===== config.mk =====
export PLATFORM = sky130hd
export DESIGN_NAME = xml_entity_decoder_flat
export DESIGN_NICKNAME = d
export VERILOG_FILES = /design/src/rtl/xed_pkg.sv /design/src/rtl/xed_in_if.sv /design/src/rtl/xed_out_if.sv /design/src/rtl/xed_cp_unit.sv /design/src/rtl/xed_out_stage.sv /design/src/rtl/xml_entity_decoder.sv /design/src/flat_wrapper.sv
export SDC_FILE = /design/constraint.sdc
export NUM_CORES = 1
export LEC_CHECK = 0
export ABC_AREA = 1
export BUFFER_PORTS_ARGS = -buffer_cell sky130_fd_sc_hd__buf_4
export CAP_MARGIN = 20
export CORE_ASPECT_RATIO = 0.75
export CORE_MARGIN = 3
export CORE_UTILIZATION = 41
export CTS_BUF_LIST = sky130_fd_sc_hd__clkbuf_4 sky130_fd_sc_hd__clkbuf_8 sky130_fd_sc_hd__clkbuf_16
export DETAILED_ROUTE_END_ITERATION = 10
export HOLD_SLACK_MARGIN = 0.08
export PLACE_DENSITY_LB_ADDON = 0.25
export RECOVER_POWER = 100
export REMOVE_ABC_BUFFERS = 1
export SYNTH_ARGS = -nofsm -noshare
export SYNTH_HDL_FRONTEND = slang
export SYNTH_HIERARCHICAL = 1
export SYNTH_SLANG_ARGS = --single-unit

===== constraint.sdc =====
create_clock -name clk_i -period 4.1 [get_ports clk_i]
set_input_delay 0 -clock clk_i [delete_from_list [all_inputs] [get_ports clk_i]]
set_output_delay 0 -clock clk_i [all_outputs]
set_load 0.03 [all_outputs]

===== src/rtl/xed_pkg.sv =====
// Shared constants, types and lookup functions for the XML entity decoder.
// No dependencies; xed_cp_unit, xed_out_stage and xml_entity_decoder import this package.
`default_nettype none

package xed_pkg;

  localparam int unsigned MAX_REF_CHARS = 12;
  localparam int unsigned CNT_W         = $clog2(MAX_REF_CHARS + 1);
  localparam int unsigned IDX_W         = $clog2(MAX_REF_CHARS);
  localparam int unsigned CP_W          = 21;
  localparam int unsigned LIM_W         = 16;
  localparam int unsigned NUM_ENT       = 5;

  localparam logic [CP_W-1:0]  CP_MAX    = 21'h1FFFFF;
  localparam logic [LIM_W-1:0] LIMIT_RST = 16'hFFFF;

  localparam logic [7:0] CH_AMP  = 8'h26;
  localparam logic [7:0] CH_HASH = 8'h23;
  localparam logic [7:0] CH_SEMI = 8'h3B;
  localparam logic [7:0] CH_LX   = 8'h78;
  localparam logic [7:0] CH_UX   = 8'h58;

  localparam logic [2:0] ENT_AMP  = 3'd0;
  localparam logic [2:0] ENT_LT   = 3'd1;
  localparam logic [2:0] ENT_GT   = 3'd2;
  localparam logic [2:0] ENT_QUOT = 3'd3;
  localparam logic [2:0] ENT_APOS = 3'd4;

  typedef enum logic [2:0] {
    MD_IDLE,
    MD_NAMED,
    MD_HASH,
    MD_HEXMARK,
    MD_DEC,
    MD_HEX
  } mode_e;

  typedef enum logic [2:0] {
    ST_IDLE,
    ST_DECIDE,
    ST_FLUSH,
    ST_AFRESH,
    ST_UTF,
    ST_TERM,
    ST_FIN
  } state_e;

  // request from the sequencer to the output stage
  typedef struct packed {
    logic       push;
    logic       fin;
    logic [7:0] data;
    logic       term;
  } res_req_t;

  // byte pos of a named entity's text, first byte at index 0
  function automatic logic [7:0] ent_byte(input logic [2:0] e, input logic [2:0] pos);
    logic [5:0][7:0] txt;
    logic [7:0]      r;
    case (e)
      ENT_AMP:  txt = {8'h00, 8'h3B, 8'h70, 8'h6D, 8'h61, 8'h26};
      ENT_LT:   txt = {8'h00, 8'h00, 8'h3B, 8'h74, 8'h6C, 8'h26};
      ENT_GT:   txt = {8'h00, 8'h00, 8'h3B, 8'h74, 8'h67, 8'h26};
      ENT_QUOT: txt = {8'h3B, 8'h74, 8'h6F, 8'h75, 8'h71, 8'h26};
      ENT_APOS: txt = {8'h3B, 8'h73, 8'h6F, 8'h70, 8'h61, 8'h26};
      default:  txt = '0;
    endcase
    if (pos < 3'd6) r = txt[pos];
    else r = 8'h00;
    return r;
  endfunction

  function automatic logic [2:0] ent_len(input logic [2:0] e);
    logic [2:0] r;
    case (e)
      ENT_AMP:  r = 3'd5;
      ENT_LT:   r = 3'd4;
      ENT_GT:   r = 3'd4;
      ENT_QUOT: r = 3'd6;
      ENT_APOS: r = 3'd6;
      default:  r = 3'd0;
    endcase
    return r;
  endfunction

  function automatic logic [7:0] ent_char(input logic [2:0] e);
    logic [7:0] r;
    case (e)
      ENT_AMP:  r = 8'h26;
      ENT_LT:   r = 8'h3C;
      ENT_GT:   r = 8'h3E;
      ENT_QUOT: r = 8'h22;
      ENT_APOS: r = 8'h27;
      default:  r = 8'h00;
    endcase
    return r;
  endfunction

  // {valid, value}
  function automatic logic [4:0] dig_val(input logic [7:0] b, input logic hex);
    logic [4:0] r;
    r = '0;
    if (b inside {[8'h30:8'h39]}) begin
      r = {1'b1, 4'(b - 8'h30)};
    end else if (hex && (b inside {[8'h61:8'h66]})) begin
      r = {1'b1, 4'(b - 8'h57)};
    end else if (hex && (b inside {[8'h41:8'h46]})) begin
      r = {1'b1, 4'(b - 8'h37)};
    end
    return r;
  endfunction

  function automatic logic [2:0] utf8_len(input logic [CP_W-1:0] cp);
    logic [2:0] r;
    if (cp < CP_W'(32'h80)) r = 3'd1;
    else if (cp < CP_W'(32'h800)) r = 3'd2;
    else if (cp < CP_W'(32'h10000)) r = 3'd3;
    else r = 3'd4;
    return r;
  endfunction

  function automatic logic [7:0] utf8_byte(input logic [CP_W-1:0] cp, input logic [1:0] idx);
    logic [7:0] r;
    r = 8'h00;
    case (utf8_len(cp))
      3'd1: r = {1'b0, cp[6:0]};
      3'd2: begin
        case (idx)
          2'd0:    r = {3'b110, cp[10:6]};
          default: r = {2'b10, cp[5:0]};
        endcase
      end
      3'd3: begin
        case (idx)
          2'd0:    r = {4'b1110, cp[15:12]};
          2'd1:    r = {2'b10, cp[11:6]};
          default: r = {2'b10, cp[5:0]};
        endcase
      end
      default: begin
        case (idx)
          2'd0:    r = {5'b11110, cp[20:18]};
          2'd1:    r = {2'b10, cp[17:12]};
          2'd2:    r = {2'b10, cp[11:6]};
          default: r = {2'b10, cp[5:0]};
        endcase
      end
    endcase
    return r;
  endfunction

endpackage

`default_nettype wire


===== src/rtl/xed_in_if.sv =====
// Input channel of the entity decoder: valid/ready plus one text byte item.
// Standalone; no package dependency.
`default_nettype none

interface xed_in_if;
  logic       valid;
  logic       ready;
  logic [7:0] text_byte;
  logic       end_of_text;

  modport source (output valid, output text_byte, output end_of_text, input ready);
  modport sink   (input valid, input text_byte, input end_of_text, output ready);
endinterface

`default_nettype wire


===== src/rtl/xed_out_if.sv =====
// Output channel of the entity decoder: valid/ready plus one decoded result.
// Standalone; no package dependency.
`default_nettype none

interface xed_out_if;
  logic       valid;
  logic       ready;
  logic [7:0] out_byte;
  logic       last_in_run;
  logic       terminator;

  modport source (output valid, output out_byte, output last_in_run, output terminator,
                  input ready);
  modport sink   (input valid, input out_byte, input last_in_run, input terminator,
                  output ready);
endinterface

`default_nettype wire


===== src/rtl/xed_cp_unit.sv =====
// Code point accumulator: cp * base + digit, saturating at 21 bits.
// Depends on xed_pkg.
`default_nettype none

module xed_cp_unit (
  input  logic [xed_pkg::CP_W-1:0] cp_i,
  input  logic [3:0]               digit_i,
  input  logic                     hex_i,
  output logic [xed_pkg::CP_W-1:0] cp_o
);
  import xed_pkg::*;

  localparam int unsigned ACC_W = CP_W + 4;

  logic [ACC_W-1:0] scaled;
  logic [ACC_W-1:0] acc;

  always_comb begin
    // x10 as x8 + x2
    scaled = hex_i ? {cp_i, 4'b0000}
                   : ({1'b0, cp_i, 3'b000} + {3'b000, cp_i, 1'b0});
    acc    = scaled + ACC_W'(digit_i);
    cp_o   = (acc > ACC_W'(CP_MAX)) ? CP_MAX : acc[CP_W-1:0];
  end

endmodule

`default_nettype wire


===== src/rtl/xed_out_stage.sv =====
// Output stage: one-deep hold register plus output register. The held result
// is released when the next one arrives (not last) or at item end (last).
// Depends on xed_pkg and xed_out_if.
`default_nettype none

module xed_out_stage (
  input  logic              clk_i,
  input  logic              rst_ni,
  input  xed_pkg::res_req_t req_i,
  output logic              step_ok_o,
  xed_out_if.source         out_o
);
  import xed_pkg::*;

  logic       hold_v_q, hold_v_d;
  logic [7:0] hold_data_q, hold_data_d;
  logic       hold_term_q, hold_term_d;
  logic       out_v_q, out_v_d;
  logic [7:0] out_data_q, out_data_d;
  logic       out_last_q, out_last_d;
  logic       out_term_q, out_term_d;
  logic       move;

  assign step_ok_o = !out_v_q || out_o.ready;

  always_comb begin
    move        = hold_v_q && (req_i.push || req_i.fin);
    out_v_d     = out_v_q && !out_o.ready;
    out_data_d  = out_data_q;
    out_last_d  = out_last_q;
    out_term_d  = out_term_q;
    hold_v_d    = hold_v_q;
    hold_data_d = hold_data_q;
    hold_term_d = hold_term_q;
    if (move) begin
      out_v_d    = 1'b1;
      out_data_d = hold_data_q;
      out_last_d = req_i.fin;
      out_term_d = hold_term_q;
    end
    if (req_i.push) begin
      hold_v_d    = 1'b1;
      hold_data_d = req_i.data;
      hold_term_d = req_i.term;
    end else if (req_i.fin) begin
      hold_v_d = 1'b0;
    end
  end

  always_ff @(posedge clk_i or negedge rst_ni) begin
    if (!rst_ni) begin
      hold_v_q <= 1'b0;
      out_v_q  <= 1'b0;
    end else begin
      hold_v_q <= hold_v_d;
      out_v_q  <= out_v_d;
    end
  end

  always_ff @(posedge clk_i) begin
    hold_data_q <= hold_data_d;
    hold_term_q <= hold_term_d;
    out_data_q  <= out_data_d;
    out_last_q  <= out_last_d;
    out_term_q  <= out_term_d;
  end

  assign out_o.valid       = out_v_q;
  assign out_o.out_byte    = out_data_q;
  assign out_o.last_in_run = out_last_q;
  assign out_o.terminator  = out_term_q;

endmodule

`default_nettype wire


===== src/rtl/xml_entity_decoder.sv =====
// A result is written to the hold register, then moves to the output register when
// the next result arrives or the item ends. A new item is taken only once the last
// one is finished; each result step also waits on output back-pressure.
// Reset: stream state cleared, limit 65535; pending byte store is not cleared.
`default_nettype none

module xml_entity_decoder (
  input  logic                      clk_i,
  input  logic                      rst_ni,
  input  logic                      cfg_we_i,
  input  logic [xed_pkg::LIM_W-1:0] cfg_wdata_i,
  xed_in_if.sink                    in_i,
  xed_out_if.source                 out_o
);
  import xed_pkg::*;

  state_e             state_q, state_d;
  mode_e              mode_q, mode_d;
  logic [LIM_W-1:0]   limit_q;
  logic [7:0]         pend_q [MAX_REF_CHARS];
  logic               pend_we;
  logic [IDX_W-1:0]   pend_wa;
  logic [CNT_W-1:0]   cnt_q, cnt_d;
  logic [CNT_W-1:0]   k_q, k_d;
  logic [NUM_ENT-1:0] cand_q, cand_d, ncand;
  logic [CP_W-1:0]    cp_q, cp_d, cp_acc;
  logic [LIM_W-1:0]   emit_q, emit_d;
  logic               stop_q, stop_d;
  logic [7:0]         b_q;
  logic               end_q;
  logic [2:0]         ulen_q, ulen_d, ulen_new;
  logic [1:0]         uidx_q, uidx_d;
  res_req_t           req;
  logic               step_ok;
  logic               acc;
  logic               hex_mode;
  logic [4:0]         dv;
  logic               room;
  logic               text_fits, utf_fits;
  logic [2:0]         hit_e;
  logic               hit_done;
  logic               fail, start_lit, emit_txt, store;
  logic [7:0]         txt_data;

  assign in_i.ready = (state_q == ST_IDLE) || ((state_q == ST_FIN) && step_ok);
  assign acc        = in_i.valid && in_i.ready;

  assign hex_mode  = (mode_q == MD_HEX) || (mode_q == MD_HEXMARK);
  assign dv        = dig_val(b_q, hex_mode);
  assign room      = cnt_q < CNT_W'(MAX_REF_CHARS);
  assign ulen_new  = utf8_len(cp_q);
  assign text_fits = ({1'b0, emit_q} + 17'd1) < {1'b0, limit_q};
  assign utf_fits  = ({2'b00, emit_q} + 18'(ulen_new) + 18'd1) <= {2'b00, limit_q};

  xed_cp_unit u_cp (
    .cp_i    (cp_q),
    .digit_i (dv[3:0]),
    .hex_i   (hex_mode),
    .cp_o    (cp_acc)
  );

  // named entity candidates that still match after this byte
  always_comb begin
    for (int e = 0; e < NUM_ENT; e++) begin
      ncand[e] = cand_q[e] && (cnt_q < CNT_W'(ent_len(3'(e))))
                 && (ent_byte(3'(e), cnt_q[2:0]) == b_q);
    end
    hit_e = '0;
    for (int e = NUM_ENT - 1; e >= 0; e--) begin
      if (ncand[e]) hit_e = 3'(e);
    end
    hit_done = (cnt_q + CNT_W'(1)) == CNT_W'(ent_len(hit_e));
  end

  always_comb begin
    state_d   = state_q;
    mode_d    = mode_q;
    cnt_d     = cnt_q;
    k_d       = k_q;
    cand_d    = cand_q;
    cp_d      = cp_q;
    emit_d    = emit_q;
    stop_d    = stop_q;
    ulen_d    = ulen_q;
    uidx_d    = uidx_q;
    req       = '0;
    pend_we   = 1'b0;
    pend_wa   = cnt_q[IDX_W-1:0];
    fail      = 1'b0;
    start_lit = 1'b0;
    emit_txt  = 1'b0;
    store     = 1'b0;
    txt_data  = b_q;

    case (state_q)
      ST_IDLE: ;
      ST_DECIDE: begin
        if (step_ok) begin
          state_d = ST_FIN;
          if (stop_q) begin
            cnt_d  = '0;
            mode_d = MD_IDLE;
          end else begin
            case (mode_q)
              MD_IDLE: start_lit = 1'b1;
              MD_NAMED: begin
                if ((cnt_q == CNT_W'(1)) && (b_q == CH_HASH) && room) begin
                  store  = 1'b1;
                  mode_d = MD_HASH;
                end else if (|ncand) begin
                  if (hit_done) begin
                    emit_txt = 1'b1;
                    txt_data = ent_char(hit_e);
                    cnt_d    = '0;
                    mode_d   = MD_IDLE;
                  end else if (room) begin
                    store  = 1'b1;
                    cand_d = ncand;
                  end else begin
                    fail = 1'b1;
                  end
                end else begin
                  fail = 1'b1;
                end
              end
              MD_HASH: begin
                if (((b_q == CH_LX) || (b_q == CH_UX)) && room) begin
                  store  = 1'b1;
                  mode_d = MD_HEXMARK;
                end else if (dv[4] && room) begin
                  store  = 1'b1;
                  cp_d   = CP_W'(dv[3:0]);
                  mode_d = MD_DEC;
                end else begin
                  fail = 1'b1;
                end
              end
              MD_HEXMARK: begin
                if (dv[4] && room) begin
                  store  = 1'b1;
                  cp_d   = CP_W'(dv[3:0]);
                  mode_d = MD_HEX;
                end else begin
                  fail = 1'b1;
                end
              end
              MD_DEC, MD_HEX: begin
                if (b_q == CH_SEMI) begin
                  cnt_d  = '0;
                  mode_d = MD_IDLE;
                  if (utf_fits) begin
                    emit_d  = emit_q + LIM_W'(ulen_new);
                    ulen_d  = ulen_new;
                    uidx_d  = '0;
                    state_d = ST_UTF;
                  end else begin
                    stop_d = 1'b1;
                  end
                end else if (dv[4] && room) begin
                  store = 1'b1;
                  cp_d  = cp_acc;
                end else begin
                  fail = 1'b1;
                end
              end
              default: fail = 1'b1;
            endcase
          end
          if (fail) begin
            state_d = ST_FLUSH;
            k_d     = '0;
          end
        end
      end
      ST_FLUSH: begin
        if (step_ok) begin
          if (!stop_q && (k_q < cnt_q)) begin
            emit_txt = 1'b1;
            txt_data = pend_q[k_q[IDX_W-1:0]];
            k_d      = k_q + CNT_W'(1);
          end else begin
            cnt_d   = '0;
            mode_d  = MD_IDLE;
            state_d = end_q ? ST_TERM : ST_AFRESH;
          end
        end
      end
      ST_AFRESH: begin
        if (step_ok) begin
          start_lit = !stop_q;
          state_d   = ST_FIN;
        end
      end
      ST_UTF: begin
        if (step_ok) begin
          req.push = 1'b1;
          req.data = utf8_byte(cp_q, uidx_q);
          uidx_d   = uidx_q + 2'd1;
          if ((3'(uidx_q) + 3'd1) == ulen_q) state_d = ST_FIN;
        end
      end
      ST_TERM: begin
        if (step_ok) begin
          req.push = 1'b1;
          req.data = 8'h00;
          req.term = 1'b1;
          cnt_d    = '0;
          mode_d   = MD_IDLE;
          cp_d     = '0;
          emit_d   = '0;
          stop_d   = 1'b0;
          state_d  = ST_FIN;
        end
      end
      ST_FIN: begin
        if (step_ok) begin
          req.fin = 1'b1;
          state_d = ST_IDLE;
        end
      end
      default: state_d = ST_IDLE;
    endcase

    // a byte with no reference open: '&' opens one, anything else is text
    if (start_lit) begin
      if (b_q == CH_AMP) begin
        pend_we = 1'b1;
        pend_wa = '0;
        cnt_d   = CNT_W'(1);
        mode_d  = MD_NAMED;
        cand_d  = '1;
      end else begin
        emit_txt = 1'b1;
      end
    end

    if (store) begin
      pend_we = 1'b1;
      cnt_d   = cnt_q + CNT_W'(1);
    end

    if (emit_txt) begin
      if (text_fits) begin
        req.push = 1'b1;
        req.data = txt_data;
        emit_d   = emit_q + LIM_W'(1);
      end else begin
        stop_d = 1'b1;
      end
    end

    if (acc) begin
      state_d = in_i.end_of_text ? ST_FLUSH : ST_DECIDE;
      k_d     = '0;
    end
  end

  always_ff @(posedge clk_i or negedge rst_ni) begin
    if (!rst_ni) begin
      state_q <= ST_IDLE;
      mode_q  <= MD_IDLE;
      limit_q <= LIMIT_RST;
      cnt_q   <= '0;
      k_q     <= '0;
      cand_q  <= '0;
      cp_q    <= '0;
      emit_q  <= '0;
      stop_q  <= 1'b0;
      ulen_q  <= '0;
      uidx_q  <= '0;
    end else begin
      state_q <= state_d;
      mode_q  <= mode_d;
      cnt_q   <= cnt_d;
      k_q     <= k_d;
      cand_q  <= cand_d;
      cp_q    <= cp_d;
      emit_q  <= emit_d;
      stop_q  <= stop_d;
      ulen_q  <= ulen_d;
      uidx_q  <= uidx_d;
      if (cfg_we_i) limit_q <= cfg_wdata_i;
    end
  end

  always_ff @(posedge clk_i) begin
    if (acc) begin
      b_q   <= in_i.text_byte;
      end_q <= in_i.end_of_text;
    end
    if (pend_we) pend_q[pend_wa] <= b_q;
  end

  xed_out_stage u_out (
    .clk_i     (clk_i),
    .rst_ni    (rst_ni),
    .req_i     (req),
    .step_ok_o (step_ok),
    .out_o     (out_o)
  );

endmodule

`default_nettype wire


===== src/flat_wrapper.sv =====
// flat-port wrapper written by rule: the top's interface ports become plain ports
module xml_entity_decoder_flat import xed_pkg::*;
  (clk_i, rst_ni, cfg_we_i, cfg_wdata_i, in_i_valid, in_i_text_byte, in_i_end_of_text, in_i_ready, out_o_valid, out_o_out_byte, out_o_last_in_run, out_o_terminator, out_o_ready);
  xed_in_if in_i_i ();
  xed_out_if out_o_i ();
  input  logic clk_i;
  input  logic rst_ni;
  input  logic cfg_we_i;
  input  logic [xed_pkg::LIM_W-1:0] cfg_wdata_i;
  input wire logic [$bits(in_i_i.valid)-1:0] in_i_valid;
  input wire logic [$bits(in_i_i.text_byte)-1:0] in_i_text_byte;
  input wire logic [$bits(in_i_i.end_of_text)-1:0] in_i_end_of_text;
  output wire logic [$bits(in_i_i.ready)-1:0] in_i_ready;
  output wire logic [$bits(out_o_i.valid)-1:0] out_o_valid;
  output wire logic [$bits(out_o_i.out_byte)-1:0] out_o_out_byte;
  output wire logic [$bits(out_o_i.last_in_run)-1:0] out_o_last_in_run;
  output wire logic [$bits(out_o_i.terminator)-1:0] out_o_terminator;
  input wire logic [$bits(out_o_i.ready)-1:0] out_o_ready;
  assign in_i_i.valid = in_i_valid;
  assign in_i_i.text_byte = in_i_text_byte;
  assign in_i_i.end_of_text = in_i_end_of_text;
  assign in_i_ready = in_i_i.ready;
  assign out_o_valid = out_o_i.valid;
  assign out_o_out_byte = out_o_i.out_byte;
  assign out_o_last_in_run = out_o_i.last_in_run;
  assign out_o_terminator = out_o_i.terminator;
  assign out_o_i.ready = out_o_ready;
  xml_entity_decoder u_core (.clk_i(clk_i), .rst_ni(rst_ni), .cfg_we_i(cfg_we_i), .cfg_wdata_i(cfg_wdata_i), .in_i(in_i_i), .out_o(out_o_i));
endmodule

# Word-level counts from Yosys, hierarchy flattened
# Memory sizes are Yosys's and may differ from the RTL's.
# Index checks and enable logic that the tools add are counted.
[totals]
mem_bits_ro = 320
register_bits = 108
in_bits = 30
latchBits = 0
wordCells = 359
mem_count = 6
output_inout_bits = 12
ram_bits = 96
[memory_table]
columns = ["memory", "words", "width", "rd", "rd_ports_with_merged_regs", "write_ports", "line", "text"]
rows = [
  ["u_core.pend_q", 12, 8, 1, 0, 1, "xml_entity_decoder.sv:20", "logic [7:0] pend_q [MAX_REF_CHARS];"],
  ["(name not given)", 8, 8, 1, 0, 0, "xed_pkg.sv:68", "if (pos < 3'd6) r = txt[pos];"],
  ["(name not given)", 8, 8, 1, 0, 0, "xed_pkg.sv:68", ""],
  ["(name not given)", 8, 8, 1, 0, 0, "xed_pkg.sv:68", ""],
  ["(name not given)", 8, 8, 1, 0, 0, "xed_pkg.sv:68", ""],
  ["(name not given)", 8, 8, 1, 0, 0, "xed_pkg.sv:68", ""],
]
[classes]
n_lt_le_gt_ge = 19
n_div = 0
n_shift = 0
mul = 0
bitwise_logic = 1
add_sub_neg = 14
mux = 194
eq_ne = 54
reduce_logical = 51
[op_table]
columns = ["op", "n"]
rows = [
  ["$mux W21", 8],
  ["$mux W8", 21],
  ["$mux W16", 8],
  ["$mux W3", 37],
  ["$mux W4", 19],
  ["$mux W5", 13],
  ["$pmux W21 S3", 1],
  ["$mux W1", 56],
  ["$pmux W21 S2", 1],
  ["$eq A8 B8 Y1", 5],
  ["$pmux W16 S2", 1],
  ["$pmux W8 S2", 2],
  ["$pmux W6 S5", 1],
  ["$add A24 B22 Y25", 1],
  ["$add A25 B4 Y25", 1],
  ["$gt A25 B21 Y1 const B", 1],
  ["$mux W25", 1],
  ["$eq A3 B2 Y1 const B", 8],
  ["$eq A8 B6 Y1 const B", 3],
  ["$logic_and A1 B1 Y1", 24],
  ["$ne A3 B1 Y1 const B", 8],
  ["$pmux W8 S3", 1],
  ["$lt A21 B12 Y1 const B", 1],
  ["$lt A21 B17 Y1 const B", 1],
  ["61 further kinds", 110],
]

# Logic depth before layout (Yosys ltp)
# Gate-level depths: netlist of the first run.
[depth]
word_depth = 27
mapped_depth = 33
ltp_nobuf = 33

# Modules after synthesis
# Netlist of the first run, hierarchy kept.
[modules_own_cells]
columns = ["module", "instances", "seq_area_each_um2", "area_each_um2", "cells_per_inst"]
rows = [
  ["xml_entity_decoder", 1, 5124.9, 11868.9, 1496],
  ["xed_cp_unit", 1, 0.0, 2807.7, 504],
  ["xed_out_stage", 1, 620.6, 655.6, 28],
]

# Worst setup path after synthesis of the first run
# OpenSTA, ideal clock, no wires.
[synth_path]
path_kind = "register to register"
startpoint = "reg u_core.cp_q[19]"
endpoint = "reg u_core.emit_q[15]"
setup_time_ns = 0.117
period_less_slack_ns = 4.260
n_path_buf = 0
path_slack_ns = -0.160
path_stages_with_launch = 31
required_ns = 3.983
arrival_time_ns = 4.143
path_cell_list = "dfrtp_1 > nor2_1 > nand3_1 > nor2_1 > inv_1 > nor2_1 > nor2_1 > ha_1 > nand2_1 > inv_1 > a21oi_1 > or2_2 > nor2_1 > nand2_1 > nor2_1 > xor2_1 > ha_1 > a21oi_1 > o21ai_0 > nand2_1 > nand2_1 > o21bai_1 > nand2_1 > inv_1 > nand3_1 > nor3_1 > nand2_1 > o21ai_0 > o21ai_0 > nor2_1 > nor2_1"
[synth_via]
elab_chain_len = 15
word_cells_on_any_way = 18
classes_between = "add/sub (3); order compare (4); mux (11)"
[synth_lines]
columns = ["item", "line", "text"]
rows = [
  ["start, declared", "xml_entity_decoder.sv:26", "logic [CP_W-1:0] cp_q, cp_d, cp_acc;"],
  ["start signal, assigned", "xml_entity_decoder.sv:277", "cp_q <= cp_d;"],
  ["$lt A21 B17 Y1", "xed_pkg.sv:117", "else if (cp < CP_W'(32'h10000)) r = 3'd3;"],
  ["$mux W3", "xed_pkg.sv:117", ""],
  ["$mux W3", "--", ""],
  ["$mux W3 (*)", "--", ""],
  ["net u_core.ulen_new[1]", "xml_entity_decoder.sv:31", "logic [2:0] ulen_q, ulen_d, ulen_new;"],
  ["$add A16 B3 Y17", "xml_entity_decoder.sv:53", "assign utf_fits = ({2'b00, emit_q} + 18'(ulen_new) + 18'd1) <= {2'b00, limit_q};"],
  ["$add A18 B1 Y18", "xml_entity_decoder.sv:53", ""],
  ["$le A18 B16 Y1", "xml_entity_decoder.sv:53", ""],
  ["$mux W16 (*)", "xml_entity_decoder.sv:151", "if (utf_fits) begin"],
  ["$mux W16 (*)", "xml_entity_decoder.sv:148", "if (b_q == CH_SEMI) begin"],
  ["$mux W16 (*)", "xml_entity_decoder.sv:104", "case (mode_q)"],
  ["$mux W16 (*)", "xml_entity_decoder.sv:100", "if (stop_q) begin"],
  ["$mux W16 (*)", "xml_entity_decoder.sv:98", "if (step_ok) begin"],
  ["$pmux W16 S2 (*)", "xml_entity_decoder.sv:95", "case (state_q)"],
  ["$mux W16", "xml_entity_decoder.sv:243", "if (text_fits) begin"],
  ["$mux W16 (*)", "xml_entity_decoder.sv:242", "if (emit_txt) begin"],
  ["net u_core.emit_d[15]", "xml_entity_decoder.sv:27", "logic [LIM_W-1:0] emit_q, emit_d;"],
  ["end signal, assigned", "xml_entity_decoder.sv:278", "emit_q <= emit_d;"],
  ["end, declared", "xml_entity_decoder.sv:27", ""],
]
# The timed path passes the listed nets; every way through them passes the cells marked *.
# A chain may end at the register's enable or synchronous reset.

# Worst setup path after layout of the first run
[layout_path]
startpoint = "reg u_core.cp_q[13]"
endpoint = "reg u_core.emit_q[1]"
# The elaborated chain is that of the path after synthesis.

==> results of run 1 <==
## flip-flops by register name (all words and copies together), names as in the netlist
| signal | flops |
|---|---|
| u_core/end_q | 1 |
| u_core/pend_q | 96 |
| u_core/mode_q | 3 |
| u_core/u_out/hold_data_q | 8 |
| u_core/u_out/hold_v_q | 1 |
| u_core/state_q | 3 |
| u_core/u_out/out_o.valid | 1 |
| u_core/cp_q | 21 |
| u_core/u_out/hold_term_q | 1 |
| u_core/k_q | 4 |
| u_core/emit_q | 16 |
| u_core/cnt_q | 4 |
| u_core/cand_q | 5 |
| u_core/b_q | 8 |
| u_core/uidx_q | 2 |
| u_core/u_out/out_o.out_byte | 8 |
| u_core/stop_q | 1 |
| u_core/u_out/out_o.last_in_run | 1 |
| u_core/limit_q | 16 |
| u_core/u_out/out_o.terminator | 1 |
| u_core/ulen_q | 3 |
## placed cells by master (no fill, tap or decap), types with 25 or more instances in the layout
cell,instances
inv_1,233
dfrtp_1,64
nand2_1,502
inv_2,31
edfxtp_1,124
a21oi_1,81
clkbuf_16,25
dlygate4sd3_1,60
buf_4,163
o21ai_1,37
nand2_2,52
ha_1,74
nand3_1,119
nand4_1,28
nand3_2,30
nor3_1,25
o21ai_0,94
xor2_1,41
nor2_1,160
clkbuf_4,26
o221ai_1,25
## routing by layer
| metal | GRT usage [%] | vias to the layer above |
|---|---|---|
| met1 | 35.0 | 7042 |
| met4 | 5.07 | 2 |
| li1 | - | 7278 |
| met3 | 4.17 | 83 |
| met5 | 0 | - |
| met2 | 35.8 | 544 |
## report_power, final
group	internal (mW)	total [mW]	switching, mW
Combinational	1.24	3.78	2.54
Clock	1.29	2.17	0.885
Sequential	2.52	2.71	0.193
## timing repair
item / in CTS / in global routing
pin swaps: 24 / 92
gates cloned: 0 / 3
endpoints found under the setup margin: 22 / 114
hold buffers: 60 / 0
gates resized for setup: 61 / 134
hold endpoints to repair: 84 / 0
setup buffers: 35 / 21
## cells by family after synthesis
group / count (synthesis)
DFF: 204
buffers and inverters: 334
adders and majority gates: 83
muxes: 2
xor gates and xnor gates: 54
AOI/OAI and AO/OA: 335
and+or+nand+nor: 1016
## stage by stage
stage | setup WS (ps) | area [um2] | TNS [ps]
4_1_cts | -166 | 18800 | -1430
2_1_floorplan | -611 | 15000 | -15400
6_report | -245 | 19400 | -3280
3_3_place_gp | -310 | 16900 | -2500
3_5_place_dp | -515 | 16900 | -6390
5_1_grt | -461 | 19400 | -38330
## how the worst max path moves through the flow
| stage | startpoint | endpoint | cells after the start |
|---|---|---|---|
| floorplan | u_core/mode_q[1]$_DFF_PN0_ | u_core/cp_q[0]$_DFFE_PN0P_ | 26 |
| finish | u_core/cp_q[13]$_DFFE_PN0P_ | u_core/emit_q[1]$_DFF_PN0_ | 33 |
| global placement | u_core/cp_q[9]$_DFFE_PN0P_ | u_core/emit_q[12]$_DFF_PN0_ | 30 |
| CTS | u_core/cp_q[15]$_DFFE_PN0P_ | u_core/emit_q[12]$_DFF_PN0_ | 34 |
| detailed placement | u_core/cp_q[9]$_DFFE_PN0P_ | u_core/emit_q[12]$_DFF_PN0_ | 31 |
| global route | u_core/cp_q[9]$_DFFE_PN0P_ | u_core/emit_q[15]$_DFF_PN0_ | 32 |
## final cells by class
class	instances	area, um2	area share [%]
well taps	496	621	3.19
flip-flops and latches	204	5750	29.6
multi-input cells	1490	8870	45.6
clock buffers	23	576	2.96
inverters	273	1030	5.32
clock inverters	19	223	1.15
repair buffers	287	2360	12.2
==> summary.txt, run 1 <==
Run status
  • Status: complete, but fails checks
  • Failing checks: capacitance limit, slew limit, setup timing

Yosys
  • Top-count cell post-synth: nand2_1
  • Gate Count Post-Synth: between 2000 and 2500
  • FF+latch count, synth: just over 200
  • Yosys top cell by area: edfxtp_1
  • Synth cell count leaders: nand2_1, inv_1, nor2_1, nand3_1, o21ai_0
  • Ys async rst share: roughly two fifths
  • Post-Synth Simple-Gate Area: 30.5%
  • Yosys cell types: 62
  • Main combinational cell family by area after synthesis: simple AND/OR/NAND/NOR gates
  • Post-synthesis cell area: 0.0153 mm2
  • Adder-Cell Fraction of Synth Area: 6.97%
  • XOR/XNOR Fraction of Synth Area: 3.08%
  • Register area share after synthesis: between 30% and 40%
  • Top FF cell, synth: edfxtp_1
  • Largest cells by area after synthesis: edfxtp_1, nand2_1, dfrtp_1, ha_1, inv_1
  • Synth Area in Compound Gates: 12.9%
  • Synth warnings: 6
  • Syn Area/Cell: 7.56 um2
  • Area fraction of the dominant cell type after synthesis: 24.3%
  • Mux contribution to synthesized area: 0.131%
  • Post-synth EDFFs: around 120

Clock tree
  • CTS tree: done
  • Clk root buf: clkbuf_16
  • Reg clk slew, reported paths: 60 ps
  • Skew-Pair Late Insertion Delay: 540 ps
  • CTS buffer count: 23
  • Clk sink count: 204
  • H-tree depth: 1
  • Clock Tree Buf Depth: 3

Min path
  • Hold WC Path Type: in2reg
  • Hold depth: 2
  • Hold Startpoint: in_i_text_byte[3]
  • Hold worst-path end: u_core/b_q[3]$_DFFE_PP_

STA
  • Worst hold margin: 208 ps
  • Final period utilization: 106%
  • Max-slew violations: between 50 and 60
  • Final setup fails: 47
  • Slew HR: -104%
  • Final Skew: 12.8 ps
  • Fin. Hold Viols: 0
  • Worst setup margin: -245 ps
  • RSZ-0062 raised after global routing: true
  • Fmax: 0.230 GHz
  • Minimum clock period: 4350 ps
  • Worst-margin pin slew: 3060 ps

Drt
  • Vias: around 15000
  • Routed WL: just under 50000 um
  • Wire per inst: 17.6 um
  • DR WL met2: 21500 um
  • Drt drc: 0
  • Vias per cell: 5.35
  • Highest routed layer: met5
  • DRT Pass-1 Iters: 5
  • Detail Route met3 WL: 3910 um
  • DR iter-0 viols: 1528
  • Final ANT Viol Nets: 0
  • Met1 wire length: 22600 um

Layout
  • Layout Cells excl Fill: between 2000 and 3000
  • Fill cells: approximately 3400
  • Area grow syn2layout: 26.7%
  • # diodes: 0
  • Net count reported at finish: 2392
  • Util after Layout: 53.5%
  • Layout cells sized above 1: 22.6%

GRT
  • Number of global-route vias before repair: around 14000
  • Largest net degree at the start of global routing: 53
  • Initial antenna violation count: 1
  • Congestion Overflow GR: 0
  • Tot GR Track Use: about a quarter
  • First-pass GRT wire length: 76300 um

Pwr
  • Peak supply drop: 375 uV
  • Total power: 8.67 mW
  • Leak: 8.72 nW
  • PwrDens: approximately 450 mW/mm2

Worst setup path
  • Crit Path Class: reg2reg
  • Worst Setup Start Kind: flip-flop
  • CP most frequent cell: buf_6
  • CP peak stage delay: 390 ps
  • CP Data Required Time: 4520 ps
  • Crit-path slowest cell: dfrtp_1
  • Setup slack, reg-to-reg: -250 ps
  • Cell family with most CP delay: simple AND/OR/NAND/NOR gates
  • Critical Path AT: between 4000 and 5000 ps
  • CP Buf/Inv Count: 11
  • R2R Path End: u_core/emit_q[1]$_DFF_PN0_
  • Worst Reg-to-Reg Cells: 33
  • Max FO, Critical Path: 4
  • CP Capture Type: flip-flop
  • Crit Reg-Reg Startpoint: u_core/cp_q[13]$_DFFE_PN0P_

Floorplan
  • FP Rows: 60
  • Initial Util: 42.2%
  • Die area: 0.0398 mm2
  • Die X: about 230 um
  • CORE AREA: 0.0363 mm2
  • Die H: ~170 um
  • # IOs: 42

Job
  • Max-Cap Viols: 1

Placed design
  • Cells after DPL: 2636
  • Dpl hpwl: 35000 um
  • PortBufs: 41
  • GPL Wtd Cong: 0.936
(Power assumes the default switching activity.)
==> run 2, diff against run 1 <==
REMOVE_ABC_BUFFERS = unset   (was 1)
==> run 2 against run 1 <==
Against the previous run:
- the flow still finishes with violations (capacitance limit, slew limit, setup timing)
- via count down 0.83%
- setup slack better by 18 ps
- utilization down 0.69 points
- critical path type unchanged
- critical endpoint is now u_core/pend_q[6][0]$_DFFE_PP_
- highest routed layer is now met4
==> summary.txt, run 2 (synthesized netlist as in run 1, its figures left out) <==
Clock tree
  • H-tree depth: 1 (unchanged)
  • Skew-Pair Late Insertion Delay: 540 ps (about the same)
  • CTS buffer count: 24 (was 23)
  • Clk sink count: 204 (unchanged)
  • Reg clk slew, reported paths: 60 ps (about the same)
  • Clock Tree Buf Depth: 3 (unchanged)
  • Clk root buf: clkbuf_16 (unchanged)
  • CTS tree: done (unchanged)

Pwr
  • Peak supply drop: 342 uV (was 375 uV)
  • PwrDens: 454 mW/mm2 (was 446 mW/mm2)
  • Total power: 8.71 mW (was 8.67 mW)
  • Leak: 8.62 nW (was 8.72 nW)

Worst setup path
  • CP peak stage delay: 640 ps (was 390 ps)
  • CP most frequent cell: nand2_1 (was buf_6)
  • Worst Setup Start Kind: flip-flop (unchanged)
  • Critical Path AT: 4560 ps (was 4770 ps)
  • CP Capture Type: flip-flop (unchanged)
  • Crit-path slowest cell: clkbuf_1 (was dfrtp_1)
  • Max FO, Critical Path: 17 (was 4)
  • Worst Reg-to-Reg Cells: 21 (was 33)
  • CP Data Required Time: 4340 ps (was 4520 ps)
  • CP cell instances: clkbuf_1 -> clkbuf_1 -> nand2_1 -> nand3_1 -> nand4_1 -> nor2_1 -> nand3_1 -> nor2_1 -> nand3_2 -> nand3_1 -> nand2_1 -> nand2_1 -> nand2_1 -> nand2_2 -> nand3_1 -> nand2_1 -> nand2_1 -> nand2_4 -> nand2_1 -> nor3_1 -> buf_4
  • Crit Path Class: reg2reg (unchanged)

GRT
  • Number of global-route vias before repair: 14000 (was 14200)
  • Largest net degree at the start of global routing: 37 (was 53)
  • First-pass GRT wire length: 77700 um (was 76300 um)
  • Initial antenna violation count: 0 (was 1)
  • Tot GR Track Use: 24.2% (was 23.5%)
  • Congestion Overflow GR: 0 (unchanged)

STA
  • Minimum clock period: 4330 ps (was 4350 ps)
  • Slew HR: -27.6% (was -104%)
  • RSZ-0062 raised after global routing: true (unchanged)
  • Final period utilization: 106% (about the same)
  • Worst setup margin: -227 ps (was -245 ps)
  • TNS Setup: -7600 ps (was -3280 ps)
  • Final setup fails: 98 (was 47)
  • Final Skew: 14.3 ps (was 12.8 ps)
  • Max-slew violations: 63 (was 53)
  • Fin. Hold Viols: 0 (unchanged)
  • Worst-margin pin slew: 1910 ps (was 3060 ps)
  • Fmax: 0.231 GHz (was 0.230 GHz)

Layout
  • Net count reported at finish: 2378 (was 2392)
  • Regs by FF count: u_core/pend_q x96, u_core/cp_q x21 (unchanged)
  • Largest register by flop count: u_core/pend_q (unchanged)
  • Most frequent cells in the layout: nand2_1, inv_1, nor2_1, buf_4, edfxtp_1 (was nand2_1, inv_1, buf_4, nor2_1, edfxtp_1)
  • Max reg flops: 96 (unchanged)
  • Layout cells sized above 1: 21.7% (was 22.6%)
  • Commonest non-fill, non-tap cell in the layout: nand2_1 (unchanged)
  • # diodes: 0 (unchanged)
  • Area grow syn2layout: 25.1% (was 26.7%)

Job
  • Max-Cap Viols: 2 (was 1)

Drt
  • Vias: 14800 (was 14900)
  • Vias per cell: 5.33 (was 5.35)
  • DRT Pass-1 Iters: 7 (was 5)
  • Drt drc: 0 (unchanged)
  • Wire per inst: 17.8 um (was 17.6 um)
  • Final ANT Viol Nets: 0 (unchanged)
  • DR iter-0 viols: 1453 (was 1528)
  • Routed WL: 49500 um (was 49100 um)

Floorplan
  • FP Rows: 60 (unchanged)
  • CORE AREA: 0.0363 mm2 (unchanged)
  • Die X: 229 um (unchanged)
  • Initial Util: 42.2% (unchanged)
  • Die H: 173 um (unchanged)
  • Die area: 0.0398 mm2 (unchanged)
  • # IOs: 42 (unchanged)

Yosys
  • Post-Syn Nets: 2141

Min path
  • Hold depth: 2 (unchanged)
  • Hold WC Path Type: in2reg (unchanged)

Run status
  • Status: complete, but fails checks (unchanged)
  • Failing checks: capacitance limit, slew limit, setup timing (unchanged)

Placed design
  • GPL Wtd Cong: 0.952 (was 0.936)
  • Dpl hpwl: 35700 um (was 35000 um)
  • PortBufs: 41 (unchanged)
## run 2: cell count changes in the layout (fill, tap and decap cells not counted), sizes merged
cell         before  now
buf             180  161
clkinvlp          5    1
bufinv            4    2
inv             269  267
clkbuf           70   83
dlygate4sd3      60   61
## run 2: critical path: cells and delay by family (launching register included)
kind                   cells  cell delay [ps]
buffers and inverters      3             1120
flip-flops                 1              450
AND/OR/NAND/NOR           18             2450
## run 2: final timing paths
| check | from | end | slack (ps) |
|---|---|---|---|
| max in group asynchronous | rst_ni | u_core/ulen_q[2]$_DFFE_PN0P_ | 800 |
| hold reg to reg | u_core/u_out/hold_data_q[6]$_DFFE_PP_ | u_core/u_out/out_o.out_byte[6]$_DFFE_PP_ | 410 |
| hold / removal | in_i_text_byte[5] | u_core/b_q[5]$_DFFE_PP_ | 200 |
| setup reg to reg | u_core/b_q[4]$_DFFE_PP_ | u_core/pend_q[6][0]$_DFFE_PP_ | -230 |
| setup / recovery | u_core/b_q[4]$_DFFE_PP_ | u_core/pend_q[6][0]$_DFFE_PP_ | -230 |
| min in group asynchronous | rst_ni | u_core/mode_q[0]$_DFF_PN0_ | 880 |
## run 2: routing by layer
layer	up-vias	track usage [%]	part of all wire, %
li1	7247	-	-
met1	6915	36.6	47
met2	577	36.9	43
met3	86	2.83	7.2
met4	0	5.90	2.2
met5	-	0	0
## run 2: cell type report
type	count	area [um2]
clock buffer	33	681
clock inverter	11	116
fill	3479	17200
inverter	273	1040
multi-input combinational	1490	8760
sequential	204	5750
tap	496	621
timing repair buffer	272	2220
## run 2: where the power goes
part	internal [mW]	leakage (nW)	switching [mW]	total, mW
Clock	1.29	0.409	0.878	2.17
Combinational	1.25	6.08	2.58	3.83
Sequential	2.52	2.14	0.192	2.71
Total	5.06	8.62	3.65	8.71
## run 2: what timing repair did
action	CTS	global route
pin swaps	36	92
resized for setup	39	132
hold buffers	62	0
setup buffers	29	18
cloned	0	3
endpoints found under the setup margin	42	111
hold endpoints to repair	79	0
## run 2: metrics by stage
step / worst slack, ps / cell area, um2 / utilization (%) / hold WS, ps / std cells
after floorplan: 12.5 / 15300 / - / -296 / 2028
after global placement: -255 / 16900 / 46.6 / 86.3 / 2633
after detailed placement: -375 / 16900 / 46.6 / 93.9 / 2633
after CTS: -99.9 / 18700 / 51.4 / 150 / 2767
after global routing: -513 / 19200 / 52.8 / 197 / 2779
final: -227 / 19200 / 52.8 / 195 / 2779
